--- config.mk ---
export PLATFORM = sky130hd
export DESIGN_NAME = joystick_axis_normalizer_top
export DESIGN_NICKNAME = d
export VERILOG_FILES = /design/src/hw/rtl/jan_pkg.sv /design/src/hw/rtl/joystick_axis_normalizer_top.sv /design/src/hw/rtl/jan_lane.sv /design/src/hw/rtl/jan_merge.sv
export SDC_FILE = /design/constraint.sdc
export NUM_CORES = 2
export LEC_CHECK = 0
export ABC_AREA = 1
export BUFFER_PORTS_ARGS = -buffer_cell sky130_fd_sc_hd__buf_2
export CAP_MARGIN = 30
export CORE_ASPECT_RATIO = 0.9
export CORE_MARGIN = 1
export CORE_UTILIZATION = 65
export DETAILED_ROUTE_END_ITERATION = 10
export PLACE_DENSITY = 0.81
export SYNTH_ARGS = -nofsm -noshare
export SYNTH_HDL_FRONTEND = slang
export SYNTH_SLANG_ARGS = --single-unit
--- constraint.sdc ---
create_clock -name clk -period 54.2 [get_ports clk]
set_clock_uncertainty 0.15 [all_clocks]
set_input_delay 8.13 -clock clk [delete_from_list [all_inputs] [get_ports clk]]
set_output_delay 8.13 -clock clk [all_outputs]
set_load 0.1 [all_outputs]
--- src/hw/rtl/jan_pkg.sv ---
package jan_pkg;

  localparam int SAMPLE_BITS = 12;
  localparam int FRAC_BITS   = 14;
  localparam int OUT_W       = 16;

  // One stage prepares the operands, then one stage per quotient bit.
  localparam int NSTAGE      = FRAC_BITS + 1;
  localparam int MAG_W       = FRAC_BITS + 1;
  localparam int WIDE_W      = ((MAG_W > OUT_W) ? MAG_W : OUT_W) + 1;

  localparam int CFG_IDX_W   = 3;

  localparam logic [SAMPLE_BITS-1:0] CENTER_RST = SAMPLE_BITS'(2048);
  localparam logic [SAMPLE_BITS-1:0] MAX_RST    = SAMPLE_BITS'(4095);
  localparam logic [MAG_W-1:0]       MAG_ONE    = MAG_W'(1) << FRAC_BITS;

  typedef enum logic [CFG_IDX_W-1:0] {
    REG_X_MIN     = 3'd0,
    REG_X_CENTER  = 3'd1,
    REG_X_MAX     = 3'd2,
    REG_X_REVERSE = 3'd3,
    REG_Y_MIN     = 3'd4,
    REG_Y_CENTER  = 3'd5,
    REG_Y_MAX     = 3'd6,
    REG_Y_REVERSE = 3'd7
  } reg_idx_t;

  typedef struct packed {
    logic [SAMPLE_BITS-1:0] min;
    logic [SAMPLE_BITS-1:0] center;
    logic [SAMPLE_BITS-1:0] max;
    logic                   reverse;
  } cal_t;

  typedef struct packed {
    logic force_zero;
    logic force_one;
    logic sign;
  } ctl_t;

  typedef struct packed {
    logic signed [OUT_W-1:0] norm_x;
    logic signed [OUT_W-1:0] norm_y;
  } res_t;

endpackage

--- src/hw/rtl/joystick_axis_normalizer_top.sv ---
// An accepted input word moves through the operand stage, the quotient stages and
// the output register. Throughput: one word per cycle while the skid register is
// empty; each axis lane holds a divider with one stage per quotient bit (14 stages)
// after one operand stage.
// Reset (rst_n, synchronous, active low) empties the pipeline and the output
// and skid registers, and sets every axis to min 0, center 2048, max 4095, not reversed.
module joystick_axis_normalizer_top (
  input  logic                                clk,
  input  logic                                rst_n,
  input  logic                                in_valid,
  output logic                                in_stall,
  input  logic [jan_pkg::SAMPLE_BITS-1:0]     in_raw_x,
  input  logic [jan_pkg::SAMPLE_BITS-1:0]     in_raw_y,
  output logic                                out_valid,
  input  logic                                out_stall,
  output logic signed [jan_pkg::OUT_W-1:0]    out_norm_x,
  output logic signed [jan_pkg::OUT_W-1:0]    out_norm_y,
  input  logic                                cfg_valid,
  output logic                                cfg_ready,
  input  logic [jan_pkg::CFG_IDX_W-1:0]       cfg_index,
  input  logic [jan_pkg::SAMPLE_BITS-1:0]     cfg_data
);

  jan_pkg::cal_t cal_x_r;
  jan_pkg::cal_t cal_y_r;

  assign cfg_ready = 1'b1;

  always_ff @(posedge clk) begin
    if (!rst_n) begin
      cal_x_r <= '{min: '0, center: jan_pkg::CENTER_RST, max: jan_pkg::MAX_RST,
                   reverse: 1'b0};
      cal_y_r <= '{min: '0, center: jan_pkg::CENTER_RST, max: jan_pkg::MAX_RST,
                   reverse: 1'b0};
    end else if (cfg_valid) begin
      case (jan_pkg::reg_idx_t'(cfg_index))
        jan_pkg::REG_X_MIN:     cal_x_r.min     <= cfg_data;
        jan_pkg::REG_X_CENTER:  cal_x_r.center  <= cfg_data;
        jan_pkg::REG_X_MAX:     cal_x_r.max     <= cfg_data;
        jan_pkg::REG_X_REVERSE: cal_x_r.reverse <= cfg_data[0];
        jan_pkg::REG_Y_MIN:     cal_y_r.min     <= cfg_data;
        jan_pkg::REG_Y_CENTER:  cal_y_r.center  <= cfg_data;
        jan_pkg::REG_Y_MAX:     cal_y_r.max     <= cfg_data;
        jan_pkg::REG_Y_REVERSE: cal_y_r.reverse <= cfg_data[0];
        default: begin
        end
      endcase
    end
  end

  logic                         skid_full;
  logic                         adv;
  logic [jan_pkg::NSTAGE-1:0]   vld_r;

  // The whole pipeline moves only while the skid register is free.
  assign adv      = !skid_full;
  assign in_stall = skid_full;

  always_ff @(posedge clk) begin
    if (!rst_n) begin
      vld_r <= '0;
    end else if (adv) begin
      vld_r <= {vld_r[jan_pkg::NSTAGE-2:0], in_valid};
    end
  end

  logic signed [jan_pkg::OUT_W-1:0] lane_x;
  logic signed [jan_pkg::OUT_W-1:0] lane_y;
  jan_pkg::res_t                    out_res;

  jan_lane u_lane_x (
    .clk  (clk),
    .adv  (adv),
    .raw  (in_raw_x),
    .cal  (cal_x_r),
    .norm (lane_x)
  );

  jan_lane u_lane_y (
    .clk  (clk),
    .adv  (adv),
    .raw  (in_raw_y),
    .cal  (cal_y_r),
    .norm (lane_y)
  );

  jan_merge u_merge (
    .clk        (clk),
    .rst_n      (rst_n),
    .pipe_valid (vld_r[jan_pkg::NSTAGE-1]),
    .lane_x     (lane_x),
    .lane_y     (lane_y),
    .skid_full  (skid_full),
    .out_valid  (out_valid),
    .out_stall  (out_stall),
    .out_res    (out_res)
  );

  assign out_norm_x = out_res.norm_x;
  assign out_norm_y = out_res.norm_y;

endmodule

--- src/hw/rtl/jan_lane.sv ---
module jan_lane (
  input  logic                              clk,
  input  logic                              adv,
  input  logic [jan_pkg::SAMPLE_BITS-1:0]   raw,
  input  jan_pkg::cal_t                     cal,
  output logic signed [jan_pkg::OUT_W-1:0]  norm
);

  localparam int SB = jan_pkg::SAMPLE_BITS;
  localparam int FB = jan_pkg::FRAC_BITS;

  logic [SB-1:0]   rem_r [0:FB];
  logic [SB-1:0]   as_r  [0:FB];
  logic [FB-1:0]   q_r   [0:FB];
  jan_pkg::ctl_t   ctl_r [0:FB];

  // Operand preparation and the special cases.
  logic            upper;
  logic [SB-1:0]   d_nxt;
  logic [SB:0]     span;
  logic [SB:0]     span_abs;
  logic [SB-1:0]   as_nxt;
  logic [SB+3:0]   d10;
  logic            d_zero;
  logic            as_zero;
  jan_pkg::ctl_t   ctl_nxt;

  always_comb begin
    upper    = (raw >= cal.center);
    d_nxt    = upper ? (raw - cal.center) : (cal.center - raw);
    span     = upper ? ({1'b0, cal.max} - {1'b0, cal.center})
                     : ({1'b0, cal.center} - {1'b0, cal.min});
    span_abs = span[SB] ? (~span + 1'b1) : span;
    as_nxt   = span_abs[SB-1:0];
    d10      = {1'b0, d_nxt, 3'b000} + {3'b000, d_nxt, 1'b0};
    d_zero   = (d_nxt == '0);
    as_zero  = (as_nxt == '0);
    ctl_nxt.force_zero = d_zero || (!as_zero && (d10 < {4'b0000, as_nxt}));
    ctl_nxt.force_one  = !d_zero && (as_zero || (d_nxt >= as_nxt));
    // Lower side counts negative for a positive span; reverse flips once more.
    ctl_nxt.sign       = (upper ? span[SB] : !span[SB]) ^ cal.reverse;
  end

  always_ff @(posedge clk) begin
    if (adv) begin
      rem_r[0] <= d_nxt;
      as_r[0]  <= as_nxt;
      q_r[0]   <= '0;
      ctl_r[0] <= ctl_nxt;
    end
  end

  // Restoring division, one quotient bit per stage. The remainder stays
  // below the divisor whenever the quotient is actually used.
  for (genvar k = 1; k <= FB; k++) begin : g_div
    logic [SB:0]   rem2;
    logic [SB:0]   diff;
    logic          ge;
    logic [SB-1:0] rem_nxt;
    logic [FB-1:0] q_nxt;

    always_comb begin
      rem2    = {rem_r[k-1], 1'b0};
      diff    = rem2 - {1'b0, as_r[k-1]};
      ge      = (rem2 >= {1'b0, as_r[k-1]});
      rem_nxt = ge ? diff[SB-1:0] : rem2[SB-1:0];
      q_nxt   = {q_r[k-1][FB-2:0], ge};
    end

    always_ff @(posedge clk) begin
      if (adv) begin
        rem_r[k] <= rem_nxt;
        as_r[k]  <= as_r[k-1];
        q_r[k]   <= q_nxt;
        ctl_r[k] <= ctl_r[k-1];
      end
    end
  end

  logic [jan_pkg::MAG_W-1:0]         mag;
  logic signed [jan_pkg::WIDE_W-1:0] wide;

  always_comb begin
    if (ctl_r[FB].force_one) begin
      mag = jan_pkg::MAG_ONE;
    end else if (ctl_r[FB].force_zero) begin
      mag = '0;
    end else begin
      mag = {1'b0, q_r[FB]};
    end
    wide = signed'({{(jan_pkg::WIDE_W - jan_pkg::MAG_W){1'b0}}, mag});
    if (ctl_r[FB].sign) begin
      wide = -wide;
    end
    norm = wide[jan_pkg::OUT_W-1:0];
  end

endmodule

--- src/hw/rtl/jan_merge.sv ---
module jan_merge (
  input  logic                              clk,
  input  logic                              rst_n,
  input  logic                              pipe_valid,
  input  logic signed [jan_pkg::OUT_W-1:0]  lane_x,
  input  logic signed [jan_pkg::OUT_W-1:0]  lane_y,
  output logic                              skid_full,
  output logic                              out_valid,
  input  logic                              out_stall,
  output jan_pkg::res_t                     out_res
);

  logic          out_valid_r;
  logic          skid_full_r;
  jan_pkg::res_t out_res_r;
  jan_pkg::res_t skid_r;
  jan_pkg::res_t joined;
  logic          take;
  logic          push;

  always_comb begin
    joined.norm_x = lane_x;
    joined.norm_y = lane_y;
    take = out_valid_r && !out_stall;
    push = pipe_valid && !skid_full_r;
  end

  // The skid register catches a word that leaves the pipeline while the
  // output register is still held, so the stall towards the input is registered.
  always_ff @(posedge clk) begin
    if (!rst_n) begin
      out_valid_r <= 1'b0;
      skid_full_r <= 1'b0;
    end else if (skid_full_r) begin
      if (take) begin
        out_res_r   <= skid_r;
        skid_full_r <= 1'b0;
      end
    end else if (push) begin
      if (!out_valid_r || take) begin
        out_res_r   <= joined;
        out_valid_r <= 1'b1;
      end else begin
        skid_r      <= joined;
        skid_full_r <= 1'b1;
      end
    end else if (take) begin
      out_valid_r <= 1'b0;
    end
  end

  assign skid_full = skid_full_r;
  assign out_valid = out_valid_r;
  assign out_res   = out_res_r;

endmodule

### After elaboration in Yosys (flattened, before gate mapping)

Memories as Yosys holds them, arrays and structs flattened.
Cells that the tools add are included.
W data, S select, Z words.

* register bits after elaboration: 155
* bits in writable memories: 1230
* input bits: 44
* memories: 8

Memory list
* u_lane_x.q_r: words 15, bits a word 14, read ports 15, clocked after Yosys merged registers in 0, write ports 15, line jan_lane.sv:14 `logic [FB-1:0] q_r [0:FB];`
* u_lane_y.q_r: words 15, bits a word 14, read ports 15, clocked after Yosys merged registers in 0, write ports 15, line jan_lane.sv:14
* u_lane_x.as_r: words 15, bits a word 12, read ports 14, clocked after Yosys merged registers in 0, write ports 15, line jan_lane.sv:13 `logic [SB-1:0] as_r [0:FB];`
* u_lane_x.rem_r: words 15, bits a word 12, read ports 14, clocked after Yosys merged registers in 0, write ports 15, line jan_lane.sv:12 `logic [SB-1:0] rem_r [0:FB];`
* u_lane_y.as_r: words 15, bits a word 12, read ports 14, clocked after Yosys merged registers in 0, write ports 15, line jan_lane.sv:13
* u_lane_y.rem_r: words 15, bits a word 12, read ports 14, clocked after Yosys merged registers in 0, write ports 15, line jan_lane.sv:12
* 2 more memories

* $add $sub $neg: 42
* magnitude comparators: 34
* eq/ne operators: 9
* multiplexer cells: 54
* bitwise gates (word level): 6
* reductions and logical operators: 39

Operators by type and width (number)
* $mux W12: 32
* $sub A12 B12 Y12: 32
* $ge A13 B12 Y1: 28
* $mux W32: 4
* $sub A12 B12 Y13: 4
* $ge A12 B12 Y1: 4
* $logic_not A12 Y1: 4
* $add A15 B13 Y16: 2
* $lt A16 B12 Y1: 2
* $mux W16: 2
* $neg A15 Y16: 2
* $mux W15: 2
* $mux W14: 2
* $mux W13: 2
* $add A12 B1 Y12 const B: 2
* $not A12 Y12: 2
* $reduce_and A2 Y1: 8
* $eq A3 B3 Y1 const B: 4
* $mux W1: 10
* $logic_not A1 Y1: 9
* $reduce_and A4 Y1: 2
* $eq A3 B2 Y1 const B: 2
* $logic_and A1 B1 Y1: 6
* $reduce_bool A2 Y1: 3
* other kinds (7): 14

### Longest topological paths before layout

* depth in word-level cells: 9
* gate-level depth with buffers: 33

### Modules after synthesis

A second synthesis with hierarchy kept.

* cell total of the unflattened synthesis: 6305
* area, all modules: 61853.1 sq um

Modules (own cells, without submodules)
* jan_lane at u_lane_y: instances 1, cells each 2868, area each 28147.0 sq um
* jan_lane at u_lane_x: instances 1, cells each 2776, area each 27745.4 sq um
* joystick_axis_normalizer_top: instances 1, cells each 473, area each 3455.8 sq um
* jan_merge: instances 1, cells each 188, area each 2504.9 sq um

### Worst setup path before layout

No wires, ideal clock.

* kind: register to register
* start point: reg u_merge.skid_full_r (netlist: u_merge.skid_full)
* end point: mem u_lane_x.as_r[0][0] (netlist name) (enable)
* arrival time: 27.384 ns
* path slack: 24.950 ns
* cell stages (with the launch flop): 4
* path buffers: 2
* cells stage by stage: dfxtp_1 -> clkbuf_1 -> inv_2 -> clkbuf_1

RTL lines
* start, declared: line jan_merge.sv:14 `logic skid_full_r;`
* start signal, assigned: line jan_merge.sv:33 `skid_full_r <= 1'b0;`
* start signal, assigned: line jan_merge.sv:37 `skid_full_r <= 1'b0;`
* start signal, assigned: line jan_merge.sv:45 `skid_full_r <= 1'b1;`
* end, declared: line jan_lane.sv:13

==> key figures <==
Status
  • Outcome: complete, no violations

Critical path
  • Slowest cell on crit path: fa_1
  • Critical path depth: 29
  • Slowest stage delay, CP: 440 ps
  • Critical Path RT: 54580 ps
  • Critical path endpoint: u_lane_x.ctl_r[0][2]
  • CP max FO: 27
  • Critical Path AT: 12690 ps
  • Critical path class: in2reg
  • Reg2reg end: u_lane_x.ctl_r[0][2]
  • Startpoint types: input pin
  • WP buf/inv: 6
  • Worst R2R Start: cal_x_r[14]
  • Cell class contributing the biggest share of worst-path delay: simple AND/OR/NAND/NOR gates
  • R2r setup slk: 48920 ps
  • Kind of end point of the critical path: register
  • Most frequent cell on the critical path: inv_1
  • Reg2Reg Depth: 26
  • Worst Setup SP: in_raw_x[0]

Clocking
  • Post CTS Setup Buffer Count: 0
  • Worst skew pair latency: 710 ps
  • Max clock buf depth: 3
  • H-tree Lvls: 3
  • Root Driver: clkbuf_16
  • Clock tree from TritonCTS: yes
  • CTS sink cnt: 1127
  • Num CTS Buffers: 110
  • Hold_buf cts: 0
  • Clk pin slew, worst setup/hold paths: 60 ps
  • CTS resizes: 0

Floorplanning
  • Initial cell density of the core: 0.6603
  • Die extent in x: 324.0 um
  • FP Rows: 105
  • Die area: 94520 um^2
  • Die height: 291.8 um
  • Core Area: 91830 um^2
  • I/O pins: 79

Timing
  • Final hold violation count: 0
  • Post-route clock period utilization: 0.2271
  • Setup-failing EPs final: 0
  • Worst hold slack: 248.5 ps
  • Max Fclk: 81.24 MHz
  • Setup TNS: 0 ps
  • RSZ-0062 raised after global routing: false
  • Slew margin rel.: 0.2735
  • Slew Limit Fails: 0
  • Period minus WS final: 12310 ps
  • Worst Max-Slew Pin Slew: 1090 ps

Synth
  • Synth cell types: 62
  • Commonest cells in the netlist: nand2_1, edfxtp_1, inv_1, a21oi_1, nor2_1
  • Share of synthesized registers carrying an async set or reset: 0
  • Biggest area consumer among synthesized cells: edfxtp_1
  • Yosys reg bits: 1127
  • EDFF count, synth: 1036
  • Yosys warns: 0
  • Top-area cell type share of the netlist area: 0.5130
  • Cell area after synthesis: 60640 um^2
  • Cell count after synthesis: 6033
  • Post-synthesis area per instance: 10.05 um^2
  • Net count of the mapped netlist: 6603
  • Post-synth top flop: edfxtp_1
  • Main area contributors after synthesis: edfxtp_1, ha_1, nand2_1
  • Count leader, synth: nand2_1
  • Post-synthesis sequential area ratio: 0.5431

Route
  • Met1 WL: 52580 um
  • Detailed Route WL: 122300 um
  • Highest routed metal layer: met4
  • DR vias: 41662
  • Remaining routing DRC violations: 0
  • Detail-routed net length per standard cell: 16.40 um
  • Metal3 WL: 5769 um
  • Post-detailed-route count of antenna-violating nets: 0
  • Pre-antenna DRT Iters: 8
  • Routed vias/inst: 5.588
  • 1st-iter DRT viols: 3213
  • Met2 wire len: 61030 um

Min path
  • Hold Path Cell Cnt: 0
  • Hold WC Path Type: reg2reg

Placement
  • # port buffers: 77
  • Hpwl dp: 87690 um
  • Gpl congestion: 0.9146

Layout
  • Share of cells above drive strength 1: 0.05686
  • Layout area overhead: 8.847%
  • Antenna diodes: 0
  • Nets@finish: 6700

Global routing
  • All-Layer GR Usage: 0.2613
  • Vias in the first global route: 40961
  • Total grt overflow: 0
  • Initial antenna violation count: 5
  • Global-route wire length before repair: 200500 um
  • Largest net degree at the start of global routing: 197

Job
  • Max_cap viols: 0

Power
  • Pwr Density: 65.74 nW/um^2
  • Max VDD drop: 0.04028 mV
  • Leak: 29.14 nW
per-layer routing:
layer,vias to the layer above,track usage
li1,20643,-
met1,19647,0.3396
met2,1149,0.4614
met3,223,0.03190
met4,0,0.06903
met5,-,0
logic make-up (layout without fill, tap and decap cells):
group / Yosys count / in the layout / synth area share
buffers and inverters: 978 / 1171 / 0.06316
multiplexers: 1 / 1 / 0.0001651
XOR/XNOR: 335 / 335 / 0.04851
AO/OA/AOI/OAI: 1016 / 1016 / 0.09050
other: 1 / 1 / 0.00006184
AND/OR/NAND/NOR: 2049 / 2049 / 0.1418
adder cells (fa/ha/maj): 526 / 526 / 0.1127
flip-flops: 1127 / 1127 / 0.5431
worst min-delay path by stage:
stage                                     start                     to  slack, ps
final                      u_lane_x.ctl_r[0][5]   u_lane_x.ctl_r[0][8]        250
after global routing       u_lane_x.ctl_r[0][5]   u_lane_x.ctl_r[0][8]        250
after CTS                  u_lane_x.ctl_r[0][5]   u_lane_x.ctl_r[0][8]        240
after detailed placement  u_lane_x.ctl_r[0][20]  u_lane_x.ctl_r[0][23]        250
after global placement      u_lane_x.q_r[0][28]    u_lane_x.q_r[0][43]        250
after floorplan            u_lane_x.ctl_r[0][7]  u_lane_x.ctl_r[0][10]        250
where the power goes:
group / internal (mW) / leakage (nW) / total, mW / switching (mW)
registers: 1.46 / 11.3 / 1.63 / 0.173
logic: 0.775 / 16.0 / 1.93 / 1.15
clock network: 0.448 / 1.80 / 0.780 / 0.332
total: 2.68 / 29.1 / 4.34 / 1.66
sequential cells by signal, indices dropped and copies added, names as in the netlist, 15 cells and up:
name	cells
u_merge.out_res	32
u_merge.skid_r	32
u_lane_x.q_r	105
cal_x_r	37
u_lane_x.ctl_r	45
u_lane_x.as_r	168
u_lane_y.q_r	105
u_lane_y.ctl_r	45
u_lane_x.rem_r	168
cal_y_r	37
u_lane_y.rem_r	168
u_lane_y.as_r	168
vld_r	15
final cells by class:
class / count / area [um^2]
Multi-Input combinational cell: 3928 / 23890
Clock inverter: 73 / 823.3
Tap cell: 1230 / 1539
Timing Repair Buffer: 97 / 648.1
Clock buffer: 135 / 2918
Fill cell: 6274 / 25830
Sequential cell: 1127 / 32930
Inverter: 866 / 3258
worst reg2reg max path, delay by kind of cell (launching register included):
| kind | cells | cell delay [ps] |
|---|---|---|
| simple gates | 12 | 1340 |
| compound gates | 5 | 780 |
| fa+ha+maj | 3 | 1190 |
| buf+inv | 4 | 620 |
| xor+xnor | 2 | 530 |
| flops | 1 | 540 |
stage by stage:
step	total power [mW]	utilization	instances	setup slack, ps	area, um^2
after detailed placement	3.510	0.6774	7246	41250	62210
after floorplan	3.082	-	6033	24950	60640
after CTS	4.330	0.7182	7454	41950	65950
after global placement	3.406	0.6765	7243	41360	62130
after global routing	4.665	0.7188	7456	41450	66010
final	4.339	0.7188	7456	41890	66010
cells in the final DEF (no fill, tap or decap), types with 38 or more instances in the layout:
cell type	n
xor2_1	170
nor2_1	552
buf_2	77
ha_1	492
nand3_1	247
o21bai_1	43
nand2_2	38
inv_1	853
a21oi_1	636
nor3_1	43
o21ai_0	224
dfxtp_1	90
nand4_1	59
edfxtp_1	1036
nand2_1	1048
xnor2_1	164
clkbuf_16	111
No activity file was read; power rests on OpenSTA's default activity.
